### src/rtl/eba_pkg.sv
// ---------------------------------------------------------------------------
// eba_pkg: shared types and constants of the eight-bit CPU ALU
// Operation codes, data widths and positions of the bits in the flag byte.
// ---------------------------------------------------------------------------
package eba_pkg;

	localparam int DATA_W = 8;
	localparam int OP_W   = 5;
	localparam int IDX_W  = 3;

	// Positions of the flags in the incoming flag byte.
	localparam int FLAG_Z = 7;
	localparam int FLAG_N = 6;
	localparam int FLAG_H = 5;
	localparam int FLAG_C = 4;

	typedef enum logic [OP_W-1:0] {
		OP_ADD  = 5'd0,
		OP_SUB  = 5'd1,
		OP_AND  = 5'd2,
		OP_OR   = 5'd3,
		OP_XOR  = 5'd4,
		OP_NOT  = 5'd5,
		OP_DAA  = 5'd6,
		OP_RLC  = 5'd7,
		OP_RRC  = 5'd8,
		OP_RL   = 5'd9,
		OP_RR   = 5'd10,
		OP_SLA  = 5'd11,
		OP_SRA  = 5'd12,
		OP_SRL  = 5'd13,
		OP_SWAP = 5'd14,
		OP_BIT  = 5'd15,
		OP_RES  = 5'd16,
		OP_SET  = 5'd17
	} op_t;

endpackage

### src/rtl/eight_bit_cpu_alu.sv
// ---------------------------------------------------------------------------
// eight_bit_cpu_alu: eight-bit ALU of a handheld-console CPU
// Arithmetic, logic, decimal adjust, rotates, shifts and bit operations.
// ---------------------------------------------------------------------------
// A request passes through the input register and then the result register
// before done is high.
// Throughput: one request per cycle; busy is never raised, so start may be held.
// Reset: arst_n clears the valid bits of both stages at once; the payload
// registers are not reset. The receiver cannot stall, so nothing waits.
module eight_bit_cpu_alu (
	input  logic                        clk,
	input  logic                        arst_n,
	// request side
	input  logic                        start,
	output logic                        busy,
	input  logic [eba_pkg::OP_W-1:0]    req_type,
	input  logic [eba_pkg::DATA_W-1:0]  operand_a,
	input  logic [eba_pkg::DATA_W-1:0]  operand_b,
	input  logic [eba_pkg::IDX_W-1:0]   bit_index,
	input  logic [eba_pkg::DATA_W-1:0]  flags_in,
	// result side
	output logic                        done,
	output logic [eba_pkg::DATA_W-1:0]  result,
	output logic                        half_carry,
	output logic                        carry_out,
	output logic                        zero_flag,
	output logic                        bit_value
);
	import eba_pkg::*;

	// -----------------------------------------------------------------
	// Stage 1: input register. A transfer is taken whenever start is high;
	// every operation completes in one pass, so the block never holds off.
	// -----------------------------------------------------------------
	logic              valid_s1;
	op_t               op_s1;
	logic [DATA_W-1:0] a_s1;
	logic [DATA_W-1:0] b_s1;
	logic [IDX_W-1:0]  idx_s1;
	logic [DATA_W-1:0] f_s1;

	assign busy = 1'b0;

	always_ff @(posedge clk or negedge arst_n) begin
		if (!arst_n) begin
			valid_s1 <= 1'b0;
		end else begin
			valid_s1 <= start;
		end
	end

	always_ff @(posedge clk) begin
		if (start) begin
			op_s1  <= op_t'(req_type);
			a_s1   <= operand_a;
			b_s1   <= operand_b;
			idx_s1 <= bit_index;
			f_s1   <= flags_in;
		end
	end

	// -----------------------------------------------------------------
	// Combinational datapath between the two registers.
	// -----------------------------------------------------------------
	logic              cin, nin, hin;
	logic [DATA_W:0]   sum9;      // a + b + carry, with carry out in the top bit
	logic [4:0]        sum_lo;    // low nibble sum for the half carry
	logic [DATA_W:0]   subtr9;    // b + carry, the full subtrahend
	logic [4:0]        subtr_lo;
	logic [DATA_W-1:0] mask;      // one-hot mask of the selected bit
	logic              daa_lo;    // low-nibble correction needed after an add
	logic [DATA_W:0]   daa_t1;
	logic              daa_hi;    // high-nibble correction needed after an add
	logic [DATA_W:0]   daa_t2;
	logic [DATA_W-1:0] daa_sub;   // corrected value after a subtraction

	logic [DATA_W-1:0] r_d;
	logic              h_d, c_d, z_d, bv_d;

	always_comb begin
		cin = f_s1[FLAG_C];
		nin = f_s1[FLAG_N];
		hin = f_s1[FLAG_H];

		sum9     = {1'b0, a_s1} + {1'b0, b_s1} + {{DATA_W{1'b0}}, cin};
		sum_lo   = {1'b0, a_s1[3:0]} + {1'b0, b_s1[3:0]} + {4'd0, cin};
		subtr9   = {1'b0, b_s1} + {{DATA_W{1'b0}}, cin};
		subtr_lo = {1'b0, b_s1[3:0]} + {4'd0, cin};

		mask = {{(DATA_W-1){1'b0}}, 1'b1} << idx_s1;

		// Decimal adjust after an addition: the two corrections can push the
		// sum past eight bits, and that bit becomes the carry.
		daa_lo = hin || (a_s1[3:0] > 4'd9);
		daa_t1 = {1'b0, a_s1} + (daa_lo ? 9'h006 : 9'h000);
		daa_hi = cin || (daa_t1 > 9'h09F);
		daa_t2 = daa_t1 + (daa_hi ? 9'h060 : 9'h000);
		// After a subtraction the carry never changes; only the byte is fixed.
		daa_sub = a_s1 - (hin ? 8'h06 : 8'h00) - (cin ? 8'h60 : 8'h00);

		r_d  = '0;
		h_d  = 1'b0;
		c_d  = 1'b0;
		z_d  = 1'b0;
		bv_d = 1'b0;

		unique case (op_s1)
			OP_ADD: begin
				r_d = sum9[DATA_W-1:0];
				h_d = sum_lo[4];
				c_d = sum9[DATA_W];
			end
			OP_SUB: begin
				r_d = a_s1 - b_s1 - {{(DATA_W-1){1'b0}}, cin};
				h_d = {1'b0, a_s1[3:0]} < subtr_lo;
				c_d = {1'b0, a_s1} < subtr9;
			end
			OP_AND: r_d = a_s1 & b_s1;
			OP_OR:  r_d = a_s1 | b_s1;
			OP_XOR: r_d = a_s1 ^ b_s1;
			OP_NOT: r_d = ~a_s1;
			OP_DAA: begin
				if (nin) begin
					r_d = daa_sub;
					c_d = cin;
				end else begin
					r_d = daa_t2[DATA_W-1:0];
					c_d = cin | daa_t2[DATA_W];
				end
				z_d = (r_d == '0);
			end
			OP_RLC: begin
				c_d = a_s1[DATA_W-1];
				r_d = {a_s1[DATA_W-2:0], a_s1[DATA_W-1]};
			end
			OP_RRC: begin
				c_d = a_s1[0];
				r_d = {a_s1[0], a_s1[DATA_W-1:1]};
			end
			OP_RL: begin
				c_d = a_s1[DATA_W-1];
				r_d = {a_s1[DATA_W-2:0], cin};
			end
			OP_RR: begin
				c_d = a_s1[0];
				r_d = {cin, a_s1[DATA_W-1:1]};
			end
			OP_SLA: begin
				c_d = a_s1[DATA_W-1];
				r_d = {a_s1[DATA_W-2:0], 1'b0};
			end
			OP_SRA: begin
				c_d = a_s1[0];
				r_d = {a_s1[DATA_W-1], a_s1[DATA_W-1:1]};
			end
			OP_SRL: begin
				c_d = a_s1[0];
				r_d = {1'b0, a_s1[DATA_W-1:1]};
			end
			OP_SWAP: r_d = {a_s1[3:0], a_s1[7:4]};
			OP_BIT: begin
				r_d  = a_s1;
				bv_d = a_s1[idx_s1];
			end
			OP_RES: r_d = a_s1 & ~mask;
			OP_SET: r_d = a_s1 | mask;
			default: begin
				// Selector codes without an operation give all zeros.
				r_d = '0;
			end
		endcase
	end

	// -----------------------------------------------------------------
	// Stage 2: result register. done marks the single cycle in which the
	// result transfer is presented.
	// -----------------------------------------------------------------
	logic              done_s2;
	logic [DATA_W-1:0] result_s2;
	logic              half_carry_s2, carry_out_s2, zero_flag_s2, bit_value_s2;

	always_ff @(posedge clk or negedge arst_n) begin
		if (!arst_n) begin
			done_s2 <= 1'b0;
		end else begin
			done_s2 <= valid_s1;
		end
	end

	always_ff @(posedge clk) begin
		if (valid_s1) begin
			result_s2     <= r_d;
			half_carry_s2 <= h_d;
			carry_out_s2  <= c_d;
			zero_flag_s2  <= z_d;
			bit_value_s2  <= bv_d;
		end
	end

	assign done       = done_s2;
	assign result     = result_s2;
	assign half_carry = half_carry_s2;
	assign carry_out  = carry_out_s2;
	assign zero_flag  = zero_flag_s2;
	assign bit_value  = bit_value_s2;

`ifndef SYNTH
	// Every accepted request yields its result through the input and result registers.
	a_latency: assert property (@(posedge clk) disable iff (!arst_n)
		(start && !busy) |-> ##2 done)
		else $error("request transfer not followed by a result two cycles later");

	// A result appears only for a request taken through both registers.
	a_no_spurious: assert property (@(posedge clk) disable iff (!arst_n)
		done |-> $past(start, 2))
		else $error("result transfer without a matching request");

	// Half carry is only produced by addition and subtraction.
	a_half_carry_src: assert property (@(posedge clk) disable iff (!arst_n)
		(valid_s1 && h_d) |-> (op_s1 == OP_ADD || op_s1 == OP_SUB))
		else $error("half carry raised by an operation other than add or sub");

	// The zero flag and the tested bit belong to decimal adjust and bit test.
	a_flag_src: assert property (@(posedge clk) disable iff (!arst_n)
		valid_s1 |=> (!zero_flag || $past(op_s1 == OP_DAA))
			&& (!bit_value || $past(op_s1 == OP_BIT)))
		else $error("zero flag or tested bit raised by the wrong operation");
`endif

endmodule
### config.mk
export PLATFORM = sky130hd
export DESIGN_NAME = eight_bit_cpu_alu
export DESIGN_NICKNAME = d
export VERILOG_FILES = /design/src/rtl/eba_pkg.sv /design/src/rtl/eight_bit_cpu_alu.sv
export SDC_FILE = /design/constraint.sdc
export NUM_CORES = 1
export LEC_CHECK = 0
export ABC_AREA = 1
export BUFFER_PORTS_ARGS = -buffer_cell sky130_fd_sc_hd__buf_2
export CAP_MARGIN = 20
export CORE_MARGIN = 2
export CORE_UTILIZATION = 27
export CTS_CLUSTER_SIZE = 40
export DETAILED_ROUTE_END_ITERATION = 8
export GPL_TIMING_DRIVEN = 0
export PLACE_DENSITY = 0.53
export SLEW_MARGIN = 10
export SYNTH_ARGS = -nofsm -noshare
export SYNTH_HDL_FRONTEND = slang
export SYNTH_SLANG_ARGS = --single-unit
### constraint.sdc
create_clock -name clk -period 12.8 [get_ports clk]
set_clock_uncertainty 0.2 [all_clocks]
set_input_delay 1.28 -clock clk [delete_from_list [all_inputs] [get_ports clk]]
set_output_delay 1.28 -clock clk [all_outputs]
set_load 0.005 [all_outputs]
==> summary by stage <==
Timing
In the final timing run, aggregate negative setup slack is 0 ps. Measured against its own limit, the worst slew margin works out to 0.551. Setup repair after global routing left no endpoint under its margin. The ratio of final minimum period to clock period is 0.397. The final number of max-transition violations was 0. The total count of hold-check failures in the final report came to 0. The number of setup violations in the final report is 0. Timing would allow up to 197 MHz.

The worst path in the final design needs a cycle of a little over 5000 ps, including I/O delays and setup. At the pin with the least slew margin, the transition time is 674 ps.

Finish
The final layout contains 759 nets. The fraction of final layout cells sized beyond drive strength 1 is 0.110. In the layout the commonest cells are 159 x nand2_1, 74 x inv_1, 67 x nand3_1, 65 x nor2_1, 47 x buf_2.

Fill cells in the final layout number 1798. Summing all non-filler instances in the final layout gives an area of approximately 5000 sq um. Leaving out fill and tap cells, the most frequent cell in the layout is nand2_1.

0 antenna diodes ended up in the layout. The area growth from synthesis to layout is 14.1%.

Synthesis
The post-synthesis cell area is 4380 sq um. In this run the mean area of a mapped cell was about 7 sq um. The synthesized-area fraction occupied by adder cells is 0.159. The main combinational cell family by area after synthesis is simple AND/OR/NAND/NOR gates. The xor-xnor portion of the synthesized cell area is 0.0240. In this run, distinct cell masters in the synthesized netlist total 40. The fraction of synthesized area in multiplexers is 0. The number of storage elements in the synthesis netlist is 41. The cell count after synthesis came out at 623. When the netlist entered floorplanning its net count stood at 710. The post-synthesis simple-gate area fraction is 0.334. Of the synthesized area, sequential elements account for 0.279. The area fraction in compound gates after synthesis is 0.122. During synthesis, Yosys emitted a total of 0 warnings.

Drt
Before antenna repair, the detailed router went through 5 iterations. The first routing iteration left 363 violations. After detailed routing, the average wire length per cell comes to 15.4 um. The average vias per placed instance is between 4 and 5. The final wirelength is around 14 mm. The post-detailed-route count of antenna-violating nets is 0.

The detailed router placed 4385 vias in this run. In the routed design, unresolved DRC markers number 0.

Worst setup path
Of all nets on the critical path, the largest fanout is 14. Measured in cells, the most critical reg-to-reg path has a length of 21. The start of the worst register-to-register path is a_s1[1].

The largest single stage delay on the critical path is slightly below 800 ps. The number of buffers and inverters on the critical path is 3. Data on the critical path is required at its endpoint by 12650 ps. The setup path with the least slack is of type flip-flop to flip-flop.

The worst setup slack for register-to-register paths is ~7700 ps. The startpoint kind of the worst setup timing path is a flip-flop. The worst setup path is captured at a flip-flop. The most frequent cell on the critical path is nand2_1.

The endpoint of the most critical register-to-register path is result[6]. The cell with the largest stage delay on the worst path is edfxtp_1. The critical path goes through inv_1 > ha_1 > o21ai_0 > a21oi_1 > inv_1 > ha_1 > inv_1 > fa_1 > nor2_1 > nand2_1 > nand2_1 > nand2_1 > o21ai_0 > nand3_1 > ha_1 > fa_1 > or2_2 > nand3_1 > nand3b_1 > nor2_1 > nand2_1. The critical path data arrival time is 4930 ps. On the critical path the largest part of the delay comes from adder cells.

Placement
Summed over all nets, the half-perimeter wirelength after detailed placement is 10.7 mm. The total cell area at the placement stage is around 4900 sq um. The final RePlAce weighted congestion is 0.937. During placement, the flow inserted port buffers numbering 42.

Clock network
No sink is reached through more buffers than the 2 on the longest clock path. The CTS tree is done. The clock tree synthesis step divided the H-tree into 2 levels. The number of sinks handled by clock tree synthesis is between 40 and 50.

The number of setup buffers added after CTS is 0. The number of hold buffers added after cts is 0. The number of CTS-inserted buffers is 5. Gates resized during post-CTS repair numbered 0. The worst-skew pair later-pin latency is ~300 ps. Clock-pin slew was measured on the worst setup and hold paths at around 60 ps. The buffer cell driving the clock tree root is clkbuf_16.

Floorplanning
The die extent in y is roughly 130 um. The die is 131 um wide. The die area is 17200 sq um.

After floorplanning, the core was sized to cover 15900 sq um. 49 I/O pins were placed. The effective utilization at floorplan is 0.276. The row count is 46.

Global routing
The total congestion overflow is 0. The via count of the first global-routing pass is 3861. The initial antenna violation count is 0. Entering global routing, the biggest net connects 29 pins. The first global-routing pass estimated 21.2 mm of wire. In the global route stage, overall resource usage came out at 0.157.

Worst hold path
The worst hold path terminates at done. The cell count of the worst hold path is 0. In this run the most critical hold path is launched from valid_s1. In this run the worst hold path is classified as flip-flop to flip-flop.

Pwr
The leakage power figure is 2.34 nW. The worst supply voltage drop on vdd is between 0.04 and 0.05 mV. The internal power contribution is 0.000301 W. Of the total power, registers draw 0.369.

Of the total power, the share spent switching nets is 0.382. For this design the ratio of total power to cell area is 97.5 nW/um^2. The share of total power dissipated in the clock network is 0.260. The net switching power is 0.000186 W. The share of total power dissipated in combinational logic is 0.371.

Flow run
Max-cap violations in this run came to 0.

Outcome
The run finished with clean final reports.
power groups by stage:
stage               clock network [W]  logic (W)  registers [W]
floorplan                           0   0.000128       0.000177
global placement                    0   0.000177       0.000183
detailed placement                  0   0.000178       0.000182
CTS                          0.000132   0.000179       0.000180
global route                 0.000135   0.000204       0.000182
finish                       0.000126   0.000181       0.000180
routing by layer:
metal  up-vias  wire (um)  GRT usage
met3        10       1010     0.0313
li1       2188          -          -
met1      2022       6410      0.226
met2       165       6150      0.244
met4         0        123     0.0296
met5         -          0          0
cell type report:
class / instances / area (sq um) / share of cell area
inverter: 84 / 315 / 0.0631
multi-input combinational: 491 / 2800 / 0.561
timing repair buffer: 42 / 210 / 0.0421
clock buffer: 7 / 133 / 0.0266
sequential: 41 / 1220 / 0.244
clock inverter: 1 / 5.00 / 0.00100
buffer: 7 / 36.3 / 0.00726
tap: 216 / 270 / 0.0541
sequential cells by signal, summed over array words and instances (netlist names):
register,flops
a_s1,8
idx_s1,3
carry_out,1
half_carry,1
done,1
zero_flag,1
result,8
bit_value,1
b_s1,8
valid_s1,1
f_s1,3
op_s1,5
synthesized netlist by cell type (all sizes together):
cell type  instances  area (sq um)
clkbuf             1          3.75
conb               1          3.75
a21oi             22           110
inv               80           300
o211ai             2          15.0
fa                 6           120
or2                3          18.8
nand2            162           621
and2               1          6.26
nor2              71           292
o221ai             2          17.5
o21bai             2          15.0
a21o               5          37.5
dfrtp              2          50.1
nand3             68           345
a31oi              2          12.5
xnor2              4          35.0
clkinv             4          15.0
ha                46           576
nand3b            10          75.1
nor3               4          25.0
edfxtp            39          1170
a22oi              1          7.51
o22ai             15          93.8
nand4             13          81.3
buf                6          32.5
xor2               8          70.1
o2111ai            1          8.76
o21ai             39           195
o21a               2          15.0
o31ai              1          7.51
kinds of logic after synthesis:
kind of cell / after synthesis
AOI/OAI and AO/OA: 94
adders and majority gates: 52
DFF: 41
other: 1
xor gates and xnor gates: 12
buffers and inverters: 91
and+or+nand+nor: 332
worst max-delay path by stage:
stage,cells after the start,endpoint,slack [ps],from
final,21,result[6],7720,a_s1[1]
after global routing,21,result[6],7410,a_s1[1]
after detailed placement,21,result[6],7730,a_s1[1]
after global placement,21,result[6],7770,a_s1[1]
after CTS,21,result[6],7730,a_s1[1]
after floorplan,21,result[6],8540,a_s1[1]
metrics by stage:
step | setup WS (ps) | utilization | hold slack (ps) | instances | total power (W)
floorplan | 8540 | - | 409 | 623 | 0.000304
global placement | 7770 | 0.306 | 590 | 881 | 0.000360
detailed placement | 7730 | 0.306 | 589 | 881 | 0.000360
CTS | 7730 | 0.314 | 555 | 889 | 0.000491
global route | 7410 | 0.314 | 556 | 889 | 0.000521
finish | 7720 | 0.314 | 546 | 889 | 0.000487
(Power assumes the default switching activity.)
